`src/abt_pkg.sv`:
```
// abt_pkg: shared widths and controller/datapath interface structs
// for the abundant number test block
// no dependencies
package abt_pkg;

  // fixed field widths of the request and result channels
  localparam int unsigned NUMBER_FIELD_W = 32;
  localparam int unsigned SUM_FIELD_W    = 35;

  // default width of the number actually classified
  localparam int unsigned NUMBER_BITS_DEF = 32;

  // commands from controller to datapath
  typedef struct packed {
    logic load;      // capture number, clear sum, divisor to one, start divide
    logic div_step;  // one restoring division step
    logic accum;     // add divisor pair, next divisor, restart divide
    logic fix;       // remove the number itself from the sum
    logic load_out;  // move finished result into the output register
  } abt_cmd_t;

  // status from datapath to controller
  typedef struct packed {
    logic div_last;  // final division step in progress
    logic stop;      // trial divisor passed the square root
  } abt_status_t;

endpackage

```
`src/abt_datapath.sv`:
```
// abt_datapath: held number, trial divisor, shift-subtract divider,
// running sum and output payload registers
// depends on abt_pkg
module abt_datapath #(
  parameter int unsigned NUMBER_BITS = abt_pkg::NUMBER_BITS_DEF
) (
  input  logic                                clk,
  input  abt_pkg::abt_cmd_t                   cmd,
  output abt_pkg::abt_status_t                status,
  input  logic [abt_pkg::NUMBER_FIELD_W-1:0]  in_number,
  output logic [abt_pkg::SUM_FIELD_W-1:0]     out_divisor_sum,
  output logic                                out_is_abundant
);
  import abt_pkg::*;

  localparam int unsigned SUM_W = NUMBER_BITS + 3;
  localparam int unsigned CNT_W = $clog2(NUMBER_BITS);

  logic [NUMBER_BITS-1:0] number_in;
  logic [NUMBER_BITS-1:0] number_r;
  logic [NUMBER_BITS-1:0] divisor_r, divisor_nxt;
  logic [NUMBER_BITS-1:0] quo_r, quo_nxt;
  logic [NUMBER_BITS-1:0] rem_r, rem_nxt;
  logic [CNT_W-1:0]       cnt_r, cnt_nxt;
  logic [SUM_W-1:0]       sum_r, sum_nxt;
  logic [SUM_FIELD_W-1:0] sum_field;
  logic [SUM_FIELD_W-1:0] out_sum_r;
  logic                   out_abundant_r;

  logic [NUMBER_BITS:0]   partial;
  logic [NUMBER_BITS:0]   divisor_ext;
  logic [NUMBER_BITS:0]   partial_diff;
  logic                   fits;
  logic                   exact;
  logic [SUM_W-1:0]       add_lo;
  logic [SUM_W-1:0]       add_hi;

  // fit the request field to the working width
  generate
    if (NUMBER_BITS >= NUMBER_FIELD_W) begin : g_num_ext
      assign number_in = NUMBER_BITS'(in_number);
    end else begin : g_num_cut
      assign number_in = in_number[NUMBER_BITS-1:0];
    end
  endgenerate

  // one restoring division step
  assign partial      = {rem_r, quo_r[NUMBER_BITS-1]};
  assign divisor_ext  = {1'b0, divisor_r};
  assign partial_diff = partial - divisor_ext;
  assign fits         = (partial >= divisor_ext);

  // divisor pair contribution
  assign exact  = (rem_r == '0);
  assign add_lo = exact ? SUM_W'(divisor_r) : '0;
  assign add_hi = (exact && (quo_r != divisor_r)) ? SUM_W'(quo_r) : '0;

  assign status.div_last = (cnt_r == CNT_W'(NUMBER_BITS - 1));
  assign status.stop     = (divisor_r > quo_r);

  // next values of the working registers
  always_comb begin
    divisor_nxt = divisor_r;
    quo_nxt     = quo_r;
    rem_nxt     = rem_r;
    cnt_nxt     = cnt_r;
    sum_nxt     = sum_r;
    if (cmd.load) begin
      divisor_nxt = NUMBER_BITS'(1);
      quo_nxt     = number_in;
      rem_nxt     = '0;
      cnt_nxt     = '0;
      sum_nxt     = '0;
    end else if (cmd.div_step) begin
      quo_nxt = {quo_r[NUMBER_BITS-2:0], fits};
      rem_nxt = fits ? partial_diff[NUMBER_BITS-1:0] : partial[NUMBER_BITS-1:0];
      cnt_nxt = cnt_r + CNT_W'(1);
    end else if (cmd.accum) begin
      sum_nxt     = sum_r + add_lo + add_hi;
      divisor_nxt = divisor_r + NUMBER_BITS'(1);
      quo_nxt     = number_r;
      rem_nxt     = '0;
      cnt_nxt     = '0;
    end else if (cmd.fix) begin
      sum_nxt = sum_r - SUM_W'(number_r);
    end
  end

  // fit the full sum to the result field
  generate
    if (SUM_W >= SUM_FIELD_W) begin : g_sum_cut
      assign sum_field = sum_r[SUM_FIELD_W-1:0];
    end else begin : g_sum_ext
      assign sum_field = SUM_FIELD_W'(sum_r);
    end
  endgenerate

  // payload registers
  always_ff @(posedge clk) begin
    if (cmd.load) begin
      number_r <= number_in;
    end
    divisor_r <= divisor_nxt;
    quo_r     <= quo_nxt;
    rem_r     <= rem_nxt;
    cnt_r     <= cnt_nxt;
    sum_r     <= sum_nxt;
    if (cmd.load_out) begin
      out_sum_r      <= sum_field;
      out_abundant_r <= (sum_r > SUM_W'(number_r));
    end
  end

  assign out_divisor_sum = out_sum_r;
  assign out_is_abundant = out_abundant_r;

endmodule

```
`src/abt_controller.sv`:
```
// abt_controller: sequencing state machine and output valid flag
// for the abundant number test block
// depends on abt_pkg
module abt_controller (
  input  logic                 clk,
  input  logic                 rst_n,
  input  logic                 in_valid,
  output logic                 in_ready,
  output logic                 out_valid,
  input  logic                 out_ready,
  output abt_pkg::abt_cmd_t    cmd,
  input  abt_pkg::abt_status_t status
);
  import abt_pkg::*;

  typedef enum logic [2:0] {
    ST_IDLE,
    ST_DIV,
    ST_TEST,
    ST_FIX,
    ST_FINISH
  } state_t;

  state_t state_r, state_nxt;
  logic   out_valid_r, out_valid_nxt;
  logic   out_free;

  assign in_ready  = (state_r == ST_IDLE);
  assign out_valid = out_valid_r;
  assign out_free  = !out_valid_r || out_ready;

  // next state, commands and output flag
  always_comb begin
    state_nxt     = state_r;
    out_valid_nxt = out_valid_r;
    cmd           = '0;
    if (out_valid_r && out_ready) begin
      out_valid_nxt = 1'b0;
    end
    case (state_r)
      ST_IDLE: begin
        if (in_valid) begin
          cmd.load  = 1'b1;
          state_nxt = ST_DIV;
        end
      end
      ST_DIV: begin
        cmd.div_step = 1'b1;
        if (status.div_last) begin
          state_nxt = ST_TEST;
        end
      end
      ST_TEST: begin
        if (status.stop) begin
          state_nxt = ST_FIX;
        end else begin
          cmd.accum = 1'b1;
          state_nxt = ST_DIV;
        end
      end
      ST_FIX: begin
        cmd.fix   = 1'b1;
        state_nxt = ST_FINISH;
      end
      ST_FINISH: begin
        // wait until the output register is free
        if (out_free) begin
          cmd.load_out  = 1'b1;
          out_valid_nxt = 1'b1;
          state_nxt     = ST_IDLE;
        end
      end
      default: begin
        state_nxt = ST_IDLE;
      end
    endcase
  end

  // state and registered output flag
  always_ff @(posedge clk) begin
    if (!rst_n) begin
      state_r     <= ST_IDLE;
      out_valid_r <= 1'b0;
    end else begin
      state_r     <= state_nxt;
      out_valid_r <= out_valid_nxt;
    end
  end

endmodule

```
`src/abundant_number_test_top.sv`:
```
// one trial divisor per pass of the shift-subtract divider, followed by the test state, until
// the trial divisor passes the square root of the number
// throughput: one request at a time; the next request is taken while a result waits
// reset: synchronous active-low rst_n returns the controller to idle with no result pending
// depends on abt_pkg, abt_controller, abt_datapath
module abundant_number_test_top #(
  parameter int unsigned NUMBER_BITS = abt_pkg::NUMBER_BITS_DEF
) (
  input  logic                                clk,
  input  logic                                rst_n,
  input  logic                                in_valid,
  output logic                                in_ready,
  input  logic [abt_pkg::NUMBER_FIELD_W-1:0]  in_number,
  output logic                                out_valid,
  input  logic                                out_ready,
  output logic [abt_pkg::SUM_FIELD_W-1:0]     out_divisor_sum,
  output logic                                out_is_abundant
);
  import abt_pkg::*;

  abt_cmd_t    cmd;
  abt_status_t status;

  // sequencing
  abt_controller u_ctrl (
    .clk       (clk),
    .rst_n     (rst_n),
    .in_valid  (in_valid),
    .in_ready  (in_ready),
    .out_valid (out_valid),
    .out_ready (out_ready),
    .cmd       (cmd),
    .status    (status)
  );

  // divider, sum and result registers
  abt_datapath #(
    .NUMBER_BITS (NUMBER_BITS)
  ) u_dp (
    .clk             (clk),
    .cmd             (cmd),
    .status          (status),
    .in_number       (in_number),
    .out_divisor_sum (out_divisor_sum),
    .out_is_abundant (out_is_abundant)
  );

endmodule

```
`config.mk`:
```
export PLATFORM = sky130hd
export DESIGN_NAME = abundant_number_test_top
export DESIGN_NICKNAME = d
export VERILOG_FILES = /design/src/abt_pkg.sv /design/src/abt_datapath.sv /design/src/abt_controller.sv /design/src/abundant_number_test_top.sv
export SDC_FILE = /design/constraint.sdc
export NUM_CORES = 1
export LEC_CHECK = 0
export BUFFER_PORTS_ARGS = -buffer_cell sky130_fd_sc_hd__buf_2
export CAP_MARGIN = 25
export CORE_UTILIZATION = 35
export CTS_BUF_LIST = sky130_fd_sc_hd__clkbuf_4 sky130_fd_sc_hd__clkbuf_8 sky130_fd_sc_hd__clkbuf_16
export DETAILED_ROUTE_END_ITERATION = 6
export PLACE_DENSITY_LB_ADDON = 0.05
export SYNTH_ARGS = -nofsm -noshare
export SYNTH_HDL_FRONTEND = slang
export SYNTH_SLANG_ARGS = --single-unit
```
`constraint.sdc`:
```
create_clock -name clk -period 4.3 [get_ports clk]
set_input_delay 0.645 -clock clk [delete_from_list [all_inputs] [get_ports clk]]
set_output_delay 0.645 -clock clk [all_outputs]
set_load 0.01 [all_outputs]
```
# [After elaboration in Yosys (flattened, before gate mapping)]
# Cells that the tools add are included.
[word_totals] reg_bits=208 input_bits=36 wordCells=69
[op_classes] addsub=6 order_cmp=3 eq_ne=9 n_mux=28 n_bitwise=1 n_reduce_logical=12
[ops] op="$mux 32" count=8
[ops] op="$add 35x35->35" count=2
[ops] op="$mux 35" count=2
[ops] op="$gt 35x32->1" count=1
[ops] op="$sub 35x32->35" count=1
[ops] op="$ge 33x32->1" count=1
[ops] op="$add 32x1->32 const B" count=1
[ops] op="$gt 32x32->1" count=1
[ops] op="$logic_not 32->1" count=1
[ops] op="$ne 32x32->1" count=1
[ops] op="$sub 32x32->32" count=1
[ops] op="$pmux 3 s5" count=1
[ops] op="$mux 1" count=11
[ops] op="$mux 5" count=2
[ops] op="$mux 3" count=3
[ops] op="$eq 3x2->1 const B" count=2
[ops] op="$add 5x1->5 const B" count=1
[ops] op="$eq 5x5->1 const B" count=1
[ops] op="$ne 2x2->1 const B" count=2
[ops] op="$reduce_and 2->1" count=2
[ops] op="$reduce_bool 2->1" count=2
[ops] op="$eq 3x1->1 const B" count=1
[ops] op="$eq 3x3->1 const B" count=1
[ops] op="$logic_not 3->1" count=1
[ops] op="8 further kinds" count=9

# [Longest topological paths before layout]
[logic_depth] word_depth=6 ltp_mapped=21 ltp_nobuf=20

# [Cells and area by module]
# From an unflattened synthesis, not the netlist that was laid out.
[hier_totals] cells_unflattened=1765 area_unflattened_um2=15595.0
[modules_own_cells] module="abt_datapath" instances=1 cells_each=1743 area_each_um2=15373.5 seq_area_each_um2=5084.9
[modules_own_cells] module="abt_controller" instances=1 cells_each=22 area_each_um2=221.5 seq_area_each_um2=80.1

# [Worst setup path after synthesis]
# OpenSTA, ideal clock, no wires.
[synth_path] kind="flip-flop to flip-flop" start="reg u_dp.divisor_r[0]" end="reg u_dp.sum_r[31] (netlist: u_dp.sum_field[31])" setup_time_ns=0.075 arrival_ns=4.604 required_ns=4.225 setup_slack_ns=-0.379 path_stages_with_launch=21 path_buffers=1 synth_period_minus_slack_ns=4.679 path_cell_list="dfxtp_1 > inv_1 > ha_1 > and4_1 > and4_1 > nor2b_1 > clkbuf_1 > nand2_1 > fa_1 > inv_1 > ha_1 > fa_1 > a211oi_1 > o211ai_1 > a41oi_1 > a211o_1 > nand3b_1 > a21oi_1 > o311a_1 > o21ai_0 > a31oi_1"
[synth_via] elab_chain_cells=5
[synth_rtl] element="start, declared" line_no="abt_datapath.sv:21" source="logic [NUMBER_BITS-1:0] divisor_r, divisor_nxt;"
[synth_rtl] element="start signal, assigned" line_no="abt_datapath.sv:103" source="divisor_r <= divisor_nxt;"
[synth_rtl] element="branches (longest 5 deep; another with $add 35x35->35)"
[synth_rtl] element="end signal, assigned" line_no="abt_datapath.sv:107" source="sum_r <= sum_nxt;"
[synth_rtl] element="end, declared" line_no="abt_datapath.sv:25" source="logic [SUM_W-1:0] sum_r, sum_nxt;"
# Several ways; the timed one is not identified.
# A chain may end at the register's enable or synchronous reset.

# [Worst setup path in the final report]
[layout_path] start="reg u_dp.quo_r[26]" end="reg u_dp.sum_r[31] (netlist: u_dp.sum_field[31])"
[layout_via] elab_chain_cells=5
[layout_rtl] element="start, declared" line_no="abt_datapath.sv:22" source="logic [NUMBER_BITS-1:0] quo_r, quo_nxt;"
[layout_rtl] element="start signal, assigned" line_no="abt_datapath.sv:104" source="quo_r <= quo_nxt;"
[layout_rtl] element="$ne 32x32->1 / $gt 32x32->1 (equally long branches)" line_no="abt_datapath.sv:56, abt_datapath.sv:59"
[layout_rtl] element="$logic_and 1x1->1 / $mux 1 (equally long branches)" line_no="abt_datapath.sv:56, abt_controller.sv:54"
[layout_rtl] element="$mux 32 / $mux 1 (equally long branches)" line_no="abt_datapath.sv:56, abt_controller.sv:40"
[layout_rtl] element="$add 35x35->35 / $reduce_bool 2->1 (equally long branches)"
[layout_rtl] element="$mux 35 / $reduce_and 2->1 (equally long branches)"
# Parallel ways exist; a longest one is shown, timed or not.

==> metrics.md <==
| Metric | Value |
|---|---|
| Status | finished, violations left |
| Failing checks | negative setup slack |
| Endpoint type of the worst setup path | register |
| Relative slew slack | 41.30% |
| Compound-cell area share of the yosys netlist | 22.21% |
| Yosys warns | 0 |
| Num CTS Buffers | 28 |
| Initial DRC Count | 749 |
| Total die area | 45300 um2 |
| Slowest cell delay on critical path | 0.48 ns |
| R2R setup slack | -0.14 ns |
| Crit path to | u_dp.sum_field[31] |
| Fin area | 19790 um2 |
| Initial DRT Pass Iterations | 5 |
| Sequential share of the synthesized area | 33.20% |
| Crit path kind | reg2reg |
| Total grt overflow | 0 |
| H-tree Lvls | 1 |
| Reg clk slew, reported paths | 0.06 ns |
| Hold-fix buffers at CTS | 0 |
| WP data required | 4.72 ns |
| Rows | 76 |
| Post-Syn Instances | 1864 |
| R2R depth | 19 |
| Worst r2r dst | u_dp.sum_field[31] |
| Slew Limit Fails | 0 |
| Worst-Margin Slew | 0.8731 ns |
| Reg-to-Reg Start | u_dp.quo_r[26] |
| Routed Antenna Nets | 0 |
| CP max-delay cell | fa_1 |
| Area Overhead vs Synth | 27.22% |
| Register bit total from synthesis | 208 |
| Skew final | 0.009871 ns |
| Main flop type after synthesis | dfxtp_1 |
| Final HPWL DP | 39.11 mm |
| CP Launch Type | register |
| Number of global-route vias before repair | 14020 |
| Ant diodes | 0 |
| Largest net degree at the start of global routing | 66 |
| Worst VDD drop | 0.0003819 V |
| Combinational cell fraction of total power | 44.6% |
| P_sw | 3.102 mW |
| Max-cap violations | 0 |
| Vias/cell | 5.092 |
| Place WS | -0.6386 ns |
| Post-Synth XOR/XNOR Area | 5.686% |
| Asr flop ratio synth | 0% |
| Tmin final | 4.437 ns |
| Gr usage total | 22.71% |
| First-pass GRT wire length | 78.85 mm |
| Share of layout cells above drive strength 1 | 22.70% |
| Sw frac | 36.77% |
| Final WS setup | -0.1371 ns |
| Initial core utilization | 35.80% |
| Worst path cell trace | inv_2 > ha_4 > nand4_1 > nor4_2 > buf_4 > and4_4 > nor2b_4 > and2_4 > fa_1 > ha_4 > o211ai_1 > o211ai_1 > a41oi_2 > a211o_1 > nand3b_1 > a21oi_4 > o311a_1 > o21ai_2 > a31oi_1 |
| Pleak | 8.705 nW |
| Syn nets | 2066 |
| Clock Tree Root | clkbuf_16 |
| Cell variety after synth | 72 |
| Die Y | 212.8 um |
| Worst skew pair latency | 0.56 ns |
| Sequential share of power | 28.6% |
| Antenna violations before repair | 0 |
| Post-Route WL | 50.05 mm |
| Cell Area, Synth | 15560 um2 |
| Crit path buffers/inverters | 2 |
| Clock power frac | 26.8% |
| Crit. Startpoint | u_dp.quo_r[26] |
| Endpoints failing hold | 0 |
| Post-Synth Simple-Gate Area | 16.53% |
| Port Buffers | 73 |
| Post-Synth Adder-Cell Area | 15.04% |
| Final setup vio count | 10 |
| Largest fanout on the critical path | 4 |
| Routed vias | 14060 |
| Post-synthesis mux area share | 0.4504% |
| Logic depth of the worst path, buffers included | 19 |
| Clock Tree Buf Depth | 3 |
| Post-DP Area | 18260 um2 |
| Num ports | 74 |
| Routability Congestion | 0.9069 |
| Crit path DAT | 4.86 ns |
| Post-synth EDFFs | 100 |
| Nets | 2356 |
| WL/cell | 18.13 um |
| Max Freq | 0.2254 GHz |
| DRC violations left | 0 |
| CTS tree | yes |
| RSZ-0062 raised after global routing | yes |
| Cell Pwr Density | 426.3 nW/um2 |
| Final worst-path cycle share | 103.2% |
| Hold WC Path Type | in2reg |
| Internal power | 5.334 mW |
| Die X | 212.8 um |
| Largest family of logic cells by synthesized area | compound AO/OA/AOI/OAI gates |
| Crit-path leading delay family | compound AO/OA/AOI/OAI gates |
| Clock Sinks | 208 |
| Synth Area per Inst | 8.346 um2 |
| CORE AREA | 43460 um2 |
[area by class of cell]
class | instances | area (um2)
Clock inverter | 11 | 47.55
Tap cell | 585 | 732.0
Sequential cell | 208 | 5166
Inverter | 194 | 733.2
Clock buffer | 41 | 840.8
Timing Repair Buffer | 342 | 2445
Multi-Input combinational cell | 1380 | 9827
Fill cell | 4349 | 23670
[per-stage QoR]
step	std cells	hold slack (ns)	power [mW]	TNS, ns	utilization (%)
2_1_floorplan	1864	0.4367	4.999	-0.01331	-
3_3_place_gp	2685	0.4575	6.131	-8.890	42.01
3_5_place_dp	2685	0.4536	6.121	-10.89	42.01
4_1_cts	2759	0.2461	8.479	-0.4510	45.02
5_1_grt	2761	0.2582	9.004	-4.484	45.54
6_report	2761	0.2722	8.437	-0.5512	45.54
[sequential cells by signal, indices dropped and copies added, names as in the netlist]
name / cells
u_dp.out_divisor_sum: 35
u_dp.sum_field: 35
u_dp.divisor_r: 32
u_dp.number_r: 32
u_dp.quo_r: 32
u_dp.rem_r: 32
u_dp.cnt_r: 5
u_ctrl.state_r: 3
u_ctrl.out_valid: 1
u_dp.out_is_abundant: 1
[power by group through the flow]
stage | clock network, mW | registers [mW] | logic (mW)
2_1_floorplan | 0 | 2.46 | 2.54
3_3_place_gp | 0 | 2.43 | 3.70
3_5_place_dp | 0 | 2.44 | 3.68
4_1_cts | 2.32 | 2.41 | 3.75
5_1_grt | 2.40 | 2.44 | 4.17
6_report | 2.26 | 2.41 | 3.76
[cell usage in the layout (no fill, tap or decap), types with 14 or more instances in the layout]
cell type / synthesis / final
a211oi_1: 21 / 18
a21o_1: 57 / 57
a21oi_1: 184 / 174
a22oi_1: 27 / 27
a31oi_1: 22 / 19
and3_1: 15 / 15
buf_2: 4 / 73
buf_4: 1 / 261
clkbuf_16: 0 / 29
dfxtp_1: 108 / 107
edfxtp_1: 100 / 100
fa_1: 35 / 33
ha_1: 131 / 115
ha_4: 0 / 15
inv_1: 194 / 186
nand2_1: 211 / 208
nand3_1: 30 / 30
nand4_1: 31 / 31
nor2_1: 142 / 138
nor3_1: 33 / 32
nor4_1: 24 / 17
o211ai_1: 19 / 19
o21ai_0: 116 / 100
o21ai_1: 4 / 14
xnor2_1: 70 / 70
xor2_1: 31 / 29
[timing repair]
item | CTS | global route
gates cloned | 2 | 0
gates resized for setup | 57 | 46
endpoints found under the setup margin | 25 | 34
setup buffers | 22 | 2
hold endpoints to repair | 0 | 0
pin swaps | 50 | 13
[worst min-delay path by stage]
| stage | endpoint | start | depth (start not counted) |
|---|---|---|---|
| after CTS | u_dp.number_r[27] | in_number[27] | 1 |
| after detailed placement | u_dp.out_divisor_sum[1] | u_dp.sum_field[1] | 0 |
| after global routing | u_dp.number_r[27] | in_number[27] | 1 |
| after global placement | u_dp.out_divisor_sum[1] | u_dp.sum_field[1] | 0 |
| after floorplan | u_dp.out_divisor_sum[13] | u_dp.sum_field[13] | 0 |
| final | u_dp.number_r[29] | in_number[29] | 1 |
[synthesized netlist by cell type, types with 12 or more instances]
| master | count | area (um2) |
|---|---|---|
| a211oi_1 | 21 | 157.7 |
| a21o_1 | 57 | 427.9 |
| a21oi_1 | 184 | 920.9 |
| a22oi_1 | 27 | 202.7 |
| a31oi_1 | 22 | 137.6 |
| and3_1 | 15 | 93.84 |
| clkbuf_1 | 66 | 247.7 |
| dfxtp_1 | 108 | 2162 |
| edfxtp_1 | 100 | 3003 |
| fa_1 | 35 | 700.7 |
| ha_1 | 131 | 1639 |
| inv_1 | 194 | 728.2 |
| nand2_1 | 211 | 792.0 |
| nand2b_1 | 12 | 75.07 |
| nand3_1 | 30 | 150.1 |
| nand4_1 | 31 | 193.9 |
| nor2_1 | 142 | 533.0 |
| nor2b_1 | 13 | 81.33 |
| nor3_1 | 33 | 165.2 |
| nor4_1 | 24 | 150.1 |
| o211ai_1 | 19 | 142.6 |
| o21a_1 | 12 | 90.09 |
| o21ai_0 | 116 | 580.6 |
| xnor2_1 | 70 | 613.1 |
| xor2_1 | 31 | 271.5 |
[worst register-to-register path, cell delays in order (launching register included)]
cell	delay, ns
edfxtp_1	0.37
inv_2	0.06
ha_4	0.26
nand4_1	0.13
nor4_2	0.25
buf_4	0.17
and4_4	0.28
nor2b_4	0.07
and2_4	0.16
fa_1	0.48
ha_4	0.31
o211ai_1	0.10
o211ai_1	0.30
a41oi_2	0.19
a211o_1	0.39
nand3b_1	0.16
a21oi_4	0.09
o311a_1	0.35
o21ai_2	0.12
a31oi_1	0.09
[metal layers]
metal	vias up	GRT usage [%]	share of wire [%]
li1	7224	-	-
met5	-	0	0
met3	58	2.942	4.0
met4	0	6.276	2.8
met2	232	35.13	43
met1	6545	32.90	50
[cell families (layout without fill, tap and decap cells)]
logic type | after synthesis | after routing
and+or+nand+nor | 556 | 557
muxes | 7 | 7
AOI/OAI and AO/OA | 549 | 549
adders and majority gates | 166 | 166
buffers and inverters | 277 | 588
DFF | 208 | 208
xor gates and xnor gates | 101 | 101
(Power assumes the default switching activity.)
